$ cat config.mk
export PLATFORM = sky130hd
export DESIGN_NAME = length_prefixed_frame_builder_crc16_top_flat
export DESIGN_NICKNAME = d
export VERILOG_FILES = /design/src/design/lpfb_pkg.sv /design/src/design/lpfb_if.sv /design/src/design/lpfb_front.sv /design/src/design/lpfb_queue.sv /design/src/design/lpfb_back.sv /design/src/design/length_prefixed_frame_builder_crc16_top.sv /design/src/flat_wrapper.sv
export SDC_FILE = /design/constraint.sdc
export NUM_CORES = 1
export LEC_CHECK = 0
export BUFFER_PORTS_ARGS = -buffer_cell sky130_fd_sc_hd__buf_4
export CAP_MARGIN = 20
export CELL_PAD_IN_SITES_DETAIL_PLACEMENT = 1
export CELL_PAD_IN_SITES_GLOBAL_PLACEMENT = 1
export CORE_UTILIZATION = 50
export CTS_CLUSTER_DIAMETER = 100
export DETAILED_ROUTE_END_ITERATION = 10
export PLACE_DENSITY = 0.87
export SKIP_CTS_REPAIR_TIMING = 1
export SLEW_MARGIN = 20
export SYNTH_ARGS = -nofsm -noshare
export SYNTH_HDL_FRONTEND = slang
export SYNTH_SLANG_ARGS = --single-unit
$ cat constraint.sdc
create_clock -name clk -period 3.25 [get_ports clk]
set_clock_uncertainty 0.1 [all_clocks]
set_input_delay 0.4875 -clock clk [delete_from_list [all_inputs] [get_ports clk]]
set_output_delay 0.4875 -clock clk [all_outputs]
set_load 0.005 [all_outputs]
$ cat src/design/lpfb_pkg.sv
// ----------------------------------------------------------------------------
// lpfb_pkg: shared types and constants for the framer
// Framing constants, queue sizing, command codes and the crc byte function.
// ----------------------------------------------------------------------------
`default_nettype none

package lpfb_pkg;

	// framing constants
	localparam logic [7:0]  SOF_A     = 8'hAA;
	localparam logic [7:0]  SOF_B     = 8'h55;
	localparam logic [15:0] CRC_INIT  = 16'hFFFF;
	localparam logic [15:0] CRC_POLY  = 16'h1021;
	localparam logic [8:0]  OVERHEAD  = 9'd5;
	localparam logic [8:0]  CAP_RESET = 9'd260;

	// command queue sizing
	localparam int QUEUE_DEPTH = 4;
	localparam int QPTR_W      = $clog2(QUEUE_DEPTH);
	localparam int QCNT_W      = $clog2(QUEUE_DEPTH + 1);

	// command kinds
	localparam logic [1:0] CMD_START  = 2'd0;
	localparam logic [1:0] CMD_ZERO   = 2'd1;
	localparam logic [1:0] CMD_DATA   = 2'd2;
	localparam logic [1:0] CMD_REJECT = 2'd3;

	// output byte positions within a frame
	localparam logic [2:0] STEP_SOF_A  = 3'd0;
	localparam logic [2:0] STEP_SOF_B  = 3'd1;
	localparam logic [2:0] STEP_LEN    = 3'd2;
	localparam logic [2:0] STEP_DATA   = 3'd3;
	localparam logic [2:0] STEP_CRC_HI = 3'd4;
	localparam logic [2:0] STEP_CRC_LO = 3'd5;

	// one classified request handed from front to back
	typedef struct packed {
		logic [1:0] kind;
		logic       last;
		logic [7:0] data;
		logic [7:0] len;
	} cmd_t;

	// crc-16/ccitt-false update by one byte, msb first
	function automatic logic [15:0] crc_byte(input logic [15:0] crc, input logic [7:0] b);
		logic [15:0] c;
		c = crc ^ {b, 8'h00};
		for (int k = 0; k < 8; k++) begin
			if (c[15]) begin
				c = {c[14:0], 1'b0} ^ CRC_POLY;
			end else begin
				c = {c[14:0], 1'b0};
			end
		end
		return c;
	endfunction

endpackage

`default_nettype wire

$ cat src/design/lpfb_if.sv
// ----------------------------------------------------------------------------
// lpfb_if: stream channels of the framer
// Input byte channel and framed output byte channel, valid/ready handshake.
// ----------------------------------------------------------------------------
`default_nettype none

interface lpfb_in_if;
	logic       valid;
	logic       ready;
	logic [7:0] data_byte;
	logic [7:0] frame_length;

	modport source (output valid, output data_byte, output frame_length, input ready);
	modport sink   (input valid, input data_byte, input frame_length, output ready);
endinterface

interface lpfb_out_if;
	logic       valid;
	logic       ready;
	logic [7:0] out_byte;
	logic       frame_end;
	logic       rejected;

	modport source (output valid, output out_byte, output frame_end, output rejected,
		input ready);
	modport sink   (input valid, input out_byte, input frame_end, input rejected,
		output ready);
endinterface

`default_nettype wire

$ cat src/design/lpfb_front.sv
// ----------------------------------------------------------------------------
// lpfb_front: request classifier
// Tracks frame position, checks capacity; all but rejected tails make commands.
// ----------------------------------------------------------------------------
`default_nettype none

module lpfb_front
	import lpfb_pkg::*;
(
	input  wire logic       clk,
	input  wire logic       arst_n,
	input  wire logic       cfg_we,
	input  wire logic [8:0] cfg_wdata,
	input  wire logic       in_valid,
	output logic            in_ready,
	input  wire logic [7:0] data_byte,
	input  wire logic [7:0] frame_length,
	output logic            push_valid,
	input  wire logic       push_ready,
	output cmd_t            push_cmd
);

	logic [8:0] cap_q;
	logic [7:0] bytes_left_q;
	logic       in_frame_q;
	logic       discarding_q;
	logic       accepted;
	logic       too_big;

	assign in_ready = push_ready;
	assign accepted = in_valid && in_ready;
	assign too_big  = ({1'b0, frame_length} + OVERHEAD) > cap_q;

	// capacity register
	always_ff @(posedge clk or negedge arst_n) begin
		if (!arst_n) begin
			cap_q <= CAP_RESET;
		end else if (cfg_we) begin
			cap_q <= cfg_wdata;
		end
	end

	// classify the request
	always_comb begin
		push_valid    = 1'b0;
		push_cmd.kind = CMD_DATA;
		push_cmd.last = 1'b0;
		push_cmd.data = data_byte;
		push_cmd.len  = frame_length;
		if (accepted && !discarding_q) begin
			push_valid = 1'b1;
			if (in_frame_q) begin
				push_cmd.kind = CMD_DATA;
				push_cmd.last = (bytes_left_q == 8'd1);
			end else if (too_big) begin
				push_cmd.kind = CMD_REJECT;
			end else if (frame_length == 8'd0) begin
				push_cmd.kind = CMD_ZERO;
			end else begin
				push_cmd.kind = CMD_START;
				push_cmd.last = (frame_length == 8'd1);
			end
		end
	end

	// frame position tracking
	always_ff @(posedge clk or negedge arst_n) begin
		if (!arst_n) begin
			bytes_left_q <= 8'd0;
			in_frame_q   <= 1'b0;
			discarding_q <= 1'b0;
		end else if (accepted) begin
			if (discarding_q) begin
				bytes_left_q <= bytes_left_q - 8'd1;
				if (bytes_left_q == 8'd1) begin
					discarding_q <= 1'b0;
				end
			end else if (in_frame_q) begin
				bytes_left_q <= bytes_left_q - 8'd1;
				if (bytes_left_q == 8'd1) begin
					in_frame_q <= 1'b0;
				end
			end else if (too_big) begin
				if (frame_length > 8'd1) begin
					bytes_left_q <= frame_length - 8'd1;
					discarding_q <= 1'b1;
				end
			end else if (frame_length > 8'd1) begin
				bytes_left_q <= frame_length - 8'd1;
				in_frame_q   <= 1'b1;
			end
		end
	end

endmodule

`default_nettype wire

$ cat src/design/lpfb_queue.sv
// ----------------------------------------------------------------------------
// lpfb_queue: command queue
// Small flop queue between classifier and byte sequencer.
// ----------------------------------------------------------------------------
`default_nettype none

module lpfb_queue
	import lpfb_pkg::*;
(
	input  wire logic  clk,
	input  wire logic  arst_n,
	input  wire logic  push_valid,
	output logic       push_ready,
	input  wire cmd_t  push_cmd,
	output logic       pop_valid,
	input  wire logic  pop_ready,
	output cmd_t       pop_cmd
);

	cmd_t              slot_q [QUEUE_DEPTH];
	logic [QPTR_W-1:0] wr_ptr_q;
	logic [QPTR_W-1:0] rd_ptr_q;
	logic [QCNT_W-1:0] count_q;
	logic              do_push;
	logic              do_pop;

	assign push_ready = (count_q != QCNT_W'(QUEUE_DEPTH));
	assign pop_valid  = (count_q != '0);
	assign pop_cmd    = slot_q[rd_ptr_q];
	assign do_push    = push_valid && push_ready;
	assign do_pop     = pop_valid && pop_ready;

	// storage
	always_ff @(posedge clk) begin
		if (do_push) begin
			slot_q[wr_ptr_q] <= push_cmd;
		end
	end

	// pointers and fill count
	always_ff @(posedge clk or negedge arst_n) begin
		if (!arst_n) begin
			wr_ptr_q <= '0;
			rd_ptr_q <= '0;
			count_q  <= '0;
		end else begin
			if (do_push) begin
				wr_ptr_q <= wr_ptr_q + QPTR_W'(1);
			end
			if (do_pop) begin
				rd_ptr_q <= rd_ptr_q + QPTR_W'(1);
			end
			if (do_push && !do_pop) begin
				count_q <= count_q + QCNT_W'(1);
			end else if (do_pop && !do_push) begin
				count_q <= count_q - QCNT_W'(1);
			end
		end
	end

endmodule

`default_nettype wire

$ cat src/design/lpfb_back.sv
// ----------------------------------------------------------------------------
// lpfb_back: byte sequencer
// Emits header, payload and crc bytes or reject markers via an output register.
// ----------------------------------------------------------------------------
`default_nettype none

module lpfb_back
	import lpfb_pkg::*;
(
	input  wire logic       clk,
	input  wire logic       arst_n,
	input  wire logic       head_valid,
	output logic            head_pop,
	input  wire cmd_t       head_cmd,
	output logic            out_valid,
	input  wire logic       out_ready,
	output logic [7:0]      out_byte,
	output logic            frame_end,
	output logic            rejected
);

	logic [2:0]  step_q;
	logic        started_q;
	logic [15:0] crc_q;
	logic        out_valid_q;
	logic [7:0]  out_byte_q;
	logic        frame_end_q;
	logic        rejected_q;

	logic [2:0]  eff_step;
	logic [2:0]  next_step;
	logic [7:0]  nxt_byte;
	logic        nxt_end;
	logic        nxt_rej;
	logic        done;
	logic        advance;

	assign advance  = head_valid && (!out_valid_q || out_ready);
	assign head_pop = advance && done;
	assign eff_step = started_q ? step_q
		: ((head_cmd.kind == CMD_DATA) ? STEP_DATA : STEP_SOF_A);

	// byte selection for the current step
	always_comb begin
		nxt_byte  = 8'h00;
		nxt_end   = 1'b0;
		nxt_rej   = 1'b0;
		done      = 1'b0;
		next_step = STEP_SOF_A;
		case (eff_step)
			STEP_SOF_A: begin
				nxt_byte  = SOF_A;
				next_step = STEP_SOF_B;
			end
			STEP_SOF_B: begin
				nxt_byte  = SOF_B;
				next_step = STEP_LEN;
			end
			STEP_LEN: begin
				nxt_byte  = head_cmd.len;
				next_step = (head_cmd.kind == CMD_ZERO) ? STEP_CRC_HI : STEP_DATA;
			end
			STEP_DATA: begin
				nxt_byte  = head_cmd.data;
				next_step = STEP_CRC_HI;
				done      = !head_cmd.last;
			end
			STEP_CRC_HI: begin
				nxt_byte  = crc_q[15:8];
				next_step = STEP_CRC_LO;
			end
			STEP_CRC_LO: begin
				nxt_byte = crc_q[7:0];
				nxt_end  = 1'b1;
				done     = 1'b1;
			end
			default: begin
				done = 1'b1;
			end
		endcase
		// rejection is a single marker byte
		if (head_cmd.kind == CMD_REJECT) begin
			nxt_byte = 8'h00;
			nxt_end  = 1'b1;
			nxt_rej  = 1'b1;
			done     = 1'b1;
		end
	end

	// step tracking
	always_ff @(posedge clk or negedge arst_n) begin
		if (!arst_n) begin
			step_q    <= STEP_SOF_A;
			started_q <= 1'b0;
		end else if (advance) begin
			step_q    <= next_step;
			started_q <= !done;
		end
	end

	// running crc over payload bytes
	always_ff @(posedge clk or negedge arst_n) begin
		if (!arst_n) begin
			crc_q <= CRC_INIT;
		end else if (advance && head_cmd.kind != CMD_REJECT) begin
			if (eff_step == STEP_SOF_A || eff_step == STEP_CRC_LO) begin
				crc_q <= CRC_INIT;
			end else if (eff_step == STEP_DATA) begin
				crc_q <= crc_byte(crc_q, head_cmd.data);
			end
		end
	end

	// output register valid
	always_ff @(posedge clk or negedge arst_n) begin
		if (!arst_n) begin
			out_valid_q <= 1'b0;
		end else if (advance) begin
			out_valid_q <= 1'b1;
		end else if (out_ready) begin
			out_valid_q <= 1'b0;
		end
	end

	// output register payload
	always_ff @(posedge clk) begin
		if (advance) begin
			out_byte_q  <= nxt_byte;
			frame_end_q <= nxt_end;
			rejected_q  <= nxt_rej;
		end
	end

	assign out_valid = out_valid_q;
	assign out_byte  = out_byte_q;
	assign frame_end = frame_end_q;
	assign rejected  = rejected_q;

endmodule

`default_nettype wire

$ cat src/design/length_prefixed_frame_builder_crc16_top.sv
// ----------------------------------------------------------------------------
// length_prefixed_frame_builder_crc16_top: length-prefixed framer with crc-16
// Frames payload bytes as AA 55 LEN payload CRC_HI CRC_LO, rejecting oversize frames.
// ----------------------------------------------------------------------------
// channel   dir  handshake     payload
// in_ch     in   valid/ready   data_byte[7:0], frame_length[7:0]
// out_ch    out  valid/ready   out_byte[7:0], frame_end, rejected
// cfg       in   cfg_we        cfg_wdata[8:0] = out_capacity
//
// a payload request is taken every cycle while the 4-entry command queue has room.
// the sequencer emits one byte per cycle while out_ch is not stalled: a frame start adds
// three header bytes and the last byte two crc bytes; the queue absorbs these.
// reset clears frame tracking, the queue and the output register; capacity returns to 260.
// an output stall fills the queue, after which in_ch.ready drops.
`default_nettype none

module length_prefixed_frame_builder_crc16_top
	import lpfb_pkg::*;
(
	input  wire logic       clk,
	input  wire logic       arst_n,
	lpfb_in_if.sink         in_ch,
	lpfb_out_if.source      out_ch,
	input  wire logic       cfg_we,
	input  wire logic [8:0] cfg_wdata
);

	logic push_valid;
	logic push_ready;
	cmd_t push_cmd;
	logic head_valid;
	logic head_pop;
	cmd_t head_cmd;

	// request classifier
	lpfb_front u_front (
		.clk          (clk),
		.arst_n       (arst_n),
		.cfg_we       (cfg_we),
		.cfg_wdata    (cfg_wdata),
		.in_valid     (in_ch.valid),
		.in_ready     (in_ch.ready),
		.data_byte    (in_ch.data_byte),
		.frame_length (in_ch.frame_length),
		.push_valid   (push_valid),
		.push_ready   (push_ready),
		.push_cmd     (push_cmd)
	);

	// command queue
	lpfb_queue u_queue (
		.clk        (clk),
		.arst_n     (arst_n),
		.push_valid (push_valid),
		.push_ready (push_ready),
		.push_cmd   (push_cmd),
		.pop_valid  (head_valid),
		.pop_ready  (head_pop),
		.pop_cmd    (head_cmd)
	);

	// byte sequencer
	lpfb_back u_back (
		.clk        (clk),
		.arst_n     (arst_n),
		.head_valid (head_valid),
		.head_pop   (head_pop),
		.head_cmd   (head_cmd),
		.out_valid  (out_ch.valid),
		.out_ready  (out_ch.ready),
		.out_byte   (out_ch.out_byte),
		.frame_end  (out_ch.frame_end),
		.rejected   (out_ch.rejected)
	);

endmodule

`default_nettype wire

$ cat src/flat_wrapper.sv
// flat-port wrapper written by rule: the top's interface ports become plain ports
module length_prefixed_frame_builder_crc16_top_flat import lpfb_pkg::*;
  (clk, arst_n, cfg_we, cfg_wdata, in_ch_valid, in_ch_data_byte, in_ch_frame_length, in_ch_ready, out_ch_valid, out_ch_out_byte, out_ch_frame_end, out_ch_rejected, out_ch_ready);
  lpfb_in_if in_ch_i ();
  lpfb_out_if out_ch_i ();
  input  wire logic clk;
  input  wire logic arst_n;
  input  wire logic cfg_we;
  input  wire logic [8:0] cfg_wdata;
  input wire logic [$bits(in_ch_i.valid)-1:0] in_ch_valid;
  input wire logic [$bits(in_ch_i.data_byte)-1:0] in_ch_data_byte;
  input wire logic [$bits(in_ch_i.frame_length)-1:0] in_ch_frame_length;
  output wire logic [$bits(in_ch_i.ready)-1:0] in_ch_ready;
  output wire logic [$bits(out_ch_i.valid)-1:0] out_ch_valid;
  output wire logic [$bits(out_ch_i.out_byte)-1:0] out_ch_out_byte;
  output wire logic [$bits(out_ch_i.frame_end)-1:0] out_ch_frame_end;
  output wire logic [$bits(out_ch_i.rejected)-1:0] out_ch_rejected;
  input wire logic [$bits(out_ch_i.ready)-1:0] out_ch_ready;
  assign in_ch_i.valid = in_ch_valid;
  assign in_ch_i.data_byte = in_ch_data_byte;
  assign in_ch_i.frame_length = in_ch_frame_length;
  assign in_ch_ready = in_ch_i.ready;
  assign out_ch_valid = out_ch_i.valid;
  assign out_ch_out_byte = out_ch_i.out_byte;
  assign out_ch_frame_end = out_ch_i.frame_end;
  assign out_ch_rejected = out_ch_i.rejected;
  assign out_ch_i.ready = out_ch_ready;
  length_prefixed_frame_builder_crc16_top u_core (.clk(clk), .arst_n(arst_n), .in_ch(in_ch_i), .out_ch(out_ch_i), .cfg_we(cfg_we), .cfg_wdata(cfg_wdata));
endmodule
==> flow_summary_export.csv <==
group,metric,value,unit
outcome,outcome,"complete, no violations",
route,via_count,4273,
synth,synth_edf_count,86,
power_and_ir_drop,power_leakage,2.83,nW
hold_path,min_path_type,"in2async",
route,routed_wl,15500,um
worst_setup_path,crit_start,"u_core.u_queue.rd_ptr_q[0]$_DFFE_PN0P_",
worst_setup_path,crit_path_start_kind,"flip-flop",
floorplanning,core-area,0.0126,mm^2
timing,post-route-min-period,2.98,ns
clocking,clockRootBuffer,"clkbuf_16",
timing,worst_slack,0.274,ns
worst_setup_path,timing.rr.start,"u_core.u_queue.rd_ptr_q[0]$_DFFE_PN0P_",
synth,synthFlopType,"edfxtp_1",
route,drc_errors,0,
worst_setup_path,critical_path_class,"reg2reg",
route,firstDrtPassIters,4,
global_route,grt_usage,0.261,
cells_and_area,register_area,0.00378,mm^2
timing,tightest_slew,0.779,ns
worst_setup_path,crit_end,"u_core.u_queue.count_q[2]$_DFFE_PN0P_",
clocking,cts_tree,"yes",
worst_setup_path,cpMostUsedCell,"xor2_1",
power_and_ir_drop,power_density,1010,mW/mm^2
worst_setup_path,critical_path.top_delay_family,"adder cells",
synth,ys_seq_area_frac,0.587,
synth,synth_top_cell_area_share,0.401,
floorplanning,io-pin-count,42,
global_route,antenna_found_initial,0,
floorplanning,row_count,41,
place,gp_congestion,0.802,
global_route,grt_pass1_wl,25200,um
global_route,grt_max_degree,48,
job,max-cap-violations,0,
worst_setup_path,cp_num_cells,10,
place,dpl.hpwl,10500,um
route,antenna_left,0,
worst_setup_path,rrSetupSlack,0.27,ns
power_and_ir_drop,power.total,7.57,mW
worst_setup_path,end_kind,"flip-flop",
worst_setup_path,slowest_delay,0.58,ns
timing,tns,0,ns
synth,yosysUniqueCellTypes,56,
floorplanning,die_area,0.0133,mm^2
synth,syn_inst,515,
timing,final_max_slew_viol_count,0,
route,vias_per_cell,5.71,
timing,setup_viol,0,
timing,fin_crit_sh,0.916,
synth,synth-async-reset-ratio,0.353,
floorplanning,start_util,0.512,
global_route,grt_pass1_vias,4683,
clocking,cts_buffers,17,
timing,fin_hold_ws,0.00643,ns
worst_setup_path,slowest_stage,"mux4_2",
timing,hold_viol,0,
worst_setup_path,cp.arrival,3.21,ns
cells_and_area,antenna-diode-count,0,
cells_and_area,syn_to_final_growth,16.3,%
clocking,cts_buffer_depth,2,
cells_and_area,nFillCells,1261,
worst_setup_path,r2r_cells,10,
route,drt-wirelength-per-cell,20.7,um
cells_and_area,final_layout_size_suffix_gt1_frac,0.241,
synth,syn_avg_cell_area,12.5,um^2
place,placed_cells,716,
clocking,htreeDepth,4,
synth,synth_common_cells,"edfxtp_1 (86), nand2_1 (45), nor2_1 (44)",
place,port_buffers,41,
timing,rsz0062_at_grt,"no",
synth,yosys_register_bits,133,
worst_setup_path,crit_fanout,7,
cells_and_area,nets,614,
place,dp_worst_setup_slack,-0.0260,ns
cells_and_area,multi_input_area,0.00246,mm^2
synth,synth_nets,566,
synth,synth.area.top_cells,"edfxtp_1 (40%), dfrtp_1 (11%), dfstp_2 (7.3%)",
timing,max_slew_margin,0.479,
synth,synth_most_common_cell,"edfxtp_1",
floorplanning,die_w,115,um
worst_setup_path,required,3.49,ns
clocking,cts_sinks,133,
worst_setup_path,r2r-end,"u_core.u_queue.count_q[2]$_DFFE_PN0P_",
floorplanning,die_height,115,um
synth,synth_top_cell_by_area,"edfxtp_1",
cells_and_area,final_cells,748,
worst_setup_path,path_cells,"mux4_2 > a21boi_0 > o211ai_1 > nand2_1 > ha_1 > inv_1 > fa_1 > xor2_1 > nor2_1 > xor2_1",
global_route,overflow,0,
synth,yosysWarnings,0,
power_and_ir_drop,peakVddDrop,486,uV
clocking,clkSlewWorstSetupHoldPaths,0.06,ns
synth,synth_area,0.00644,mm^2
worst_setup_path,critPathBufInv,1,
timing,fmax,336,MHz
route,drt-initial-drc-count,218,
clocking,insertion_delay,0.42,ns
[cells by family (layout without fill, tap and decap cells)]
| logic type | after synthesis | count (layout) | synth area share |
|---|---|---|---|
| and+or+nand+nor | 137 | 137 | 0.0977 |
| DFF | 133 | 133 | 0.587 |
| adders and majority gates | 21 | 21 | 0.0420 |
| buffers and inverters | 48 | 109 | 0.0305 |
| AOI/OAI and AO/OA | 106 | 106 | 0.105 |
| xor gates and xnor gates | 43 | 43 | 0.0620 |
| muxes | 27 | 27 | 0.0758 |
[sequential cells by signal, summed over array words and instances (netlist names)]
signal	flops
u_core.u_back.step_q	3
u_core.u_queue.slot_q	76
u_core.u_queue.wr_ptr_q	2
u_core.u_front.bytes_left_q	8
u_core.u_front.cap_q	9
u_core.u_front.discarding_q	1
u_core.u_queue.count_q	3
u_core.u_back.crc_q	16
u_core.u_back.frame_end	1
u_core.u_back.out_byte	8
u_core.u_back.rejected	1
u_core.u_back.out_valid	1
u_core.u_back.started_q	1
u_core.u_front.in_frame_q	1
u_core.u_queue.rd_ptr_q	2
[cell usage in the layout (no fill, tap or decap), drive strengths merged, types with 17 or more instances in the layout]
cell type / netlist / layout
mux4: 17 / 17
ha: 20 / 20
nor2: 44 / 44
o21ai: 32 / 32
inv: 25 / 25
buf: 7 / 52
clkbuf: 16 / 23
dfstp: 18 / 18
xor2: 18 / 18
nand2: 46 / 46
dfrtp: 29 / 29
xnor2: 25 / 25
edfxtp: 86 / 86
a21oi: 43 / 43
[layer usage]
metal,wire length (um),share of wire,vias up,GRT usage
li1,-,-,1949,-
met1,6060,0.39,2186,0.297
met2,8410,0.54,108,0.470
met3,628,0.041,30,0.0685
met4,397,0.026,0,0.102
met5,0,0,-,0
[worst min path at each step]
| stage | to | slack (ns) | from | cells after the start |
|---|---|---|---|---|
| after floorplan | u_core.u_back.out_valid$_DFFE_PN0P_ | 0.09 | arst_n | 0 |
| after global placement | u_core.u_queue.count_q[2]$_DFFE_PN0P_ | 0.37 | u_core.u_queue.count_q[2]$_DFFE_PN0P_ | 1 |
| after detailed placement | u_core.u_back.out_valid$_DFFE_PN0P_ | 0.39 | u_core.u_back.out_valid$_DFFE_PN0P_ | 2 |
| after CTS | u_core.u_front.discarding_q$_DFFE_PN0P_ | 0.02 | arst_n | 1 |
| after global routing | u_core.u_front.cap_q[5]$_DFFE_PN0P_ | 0.05 | arst_n | 1 |
| final | u_core.u_back.step_q[2]$_DFFE_PN0P_ | 0.006 | arst_n | 1 |
[stage by stage]
step                instance area (um^2)   util
floorplan                           6440      -
global placement                    6940  0.552
detailed placement                  6940  0.552
CTS                                 7490  0.596
global route                        7490  0.596
finish                              7490  0.596
[worst register-to-register path: stages, from the launching register on]
cell,delay [ns]
dfrtp_2,0.48
mux4_2,0.58
a21boi_0,0.20
o211ai_1,0.16
nand2_1,0.17
ha_1,0.22
inv_1,0.07
fa_1,0.43
xor2_1,0.16
nor2_1,0.15
xor2_1,0.18
[layout make-up]
type	instances	share of cell area
clock buffer	23	0.0625
timing repair buffer	52	0.0521
sequential	133	0.505
inverter	25	0.0125
tap	172	0.0287
clock inverter	9	0.0105
multi-input combinational	334	0.329
[power by group]
part	switching, mW	internal, mW	leakage [nW]
Clock	0.696	1.08	0.257
Sequential	0.373	2.37	1.31
Combinational	1.77	1.28	1.26
Total	2.84	4.73	2.83
No activity file was read; power rests on OpenSTA's default activity.
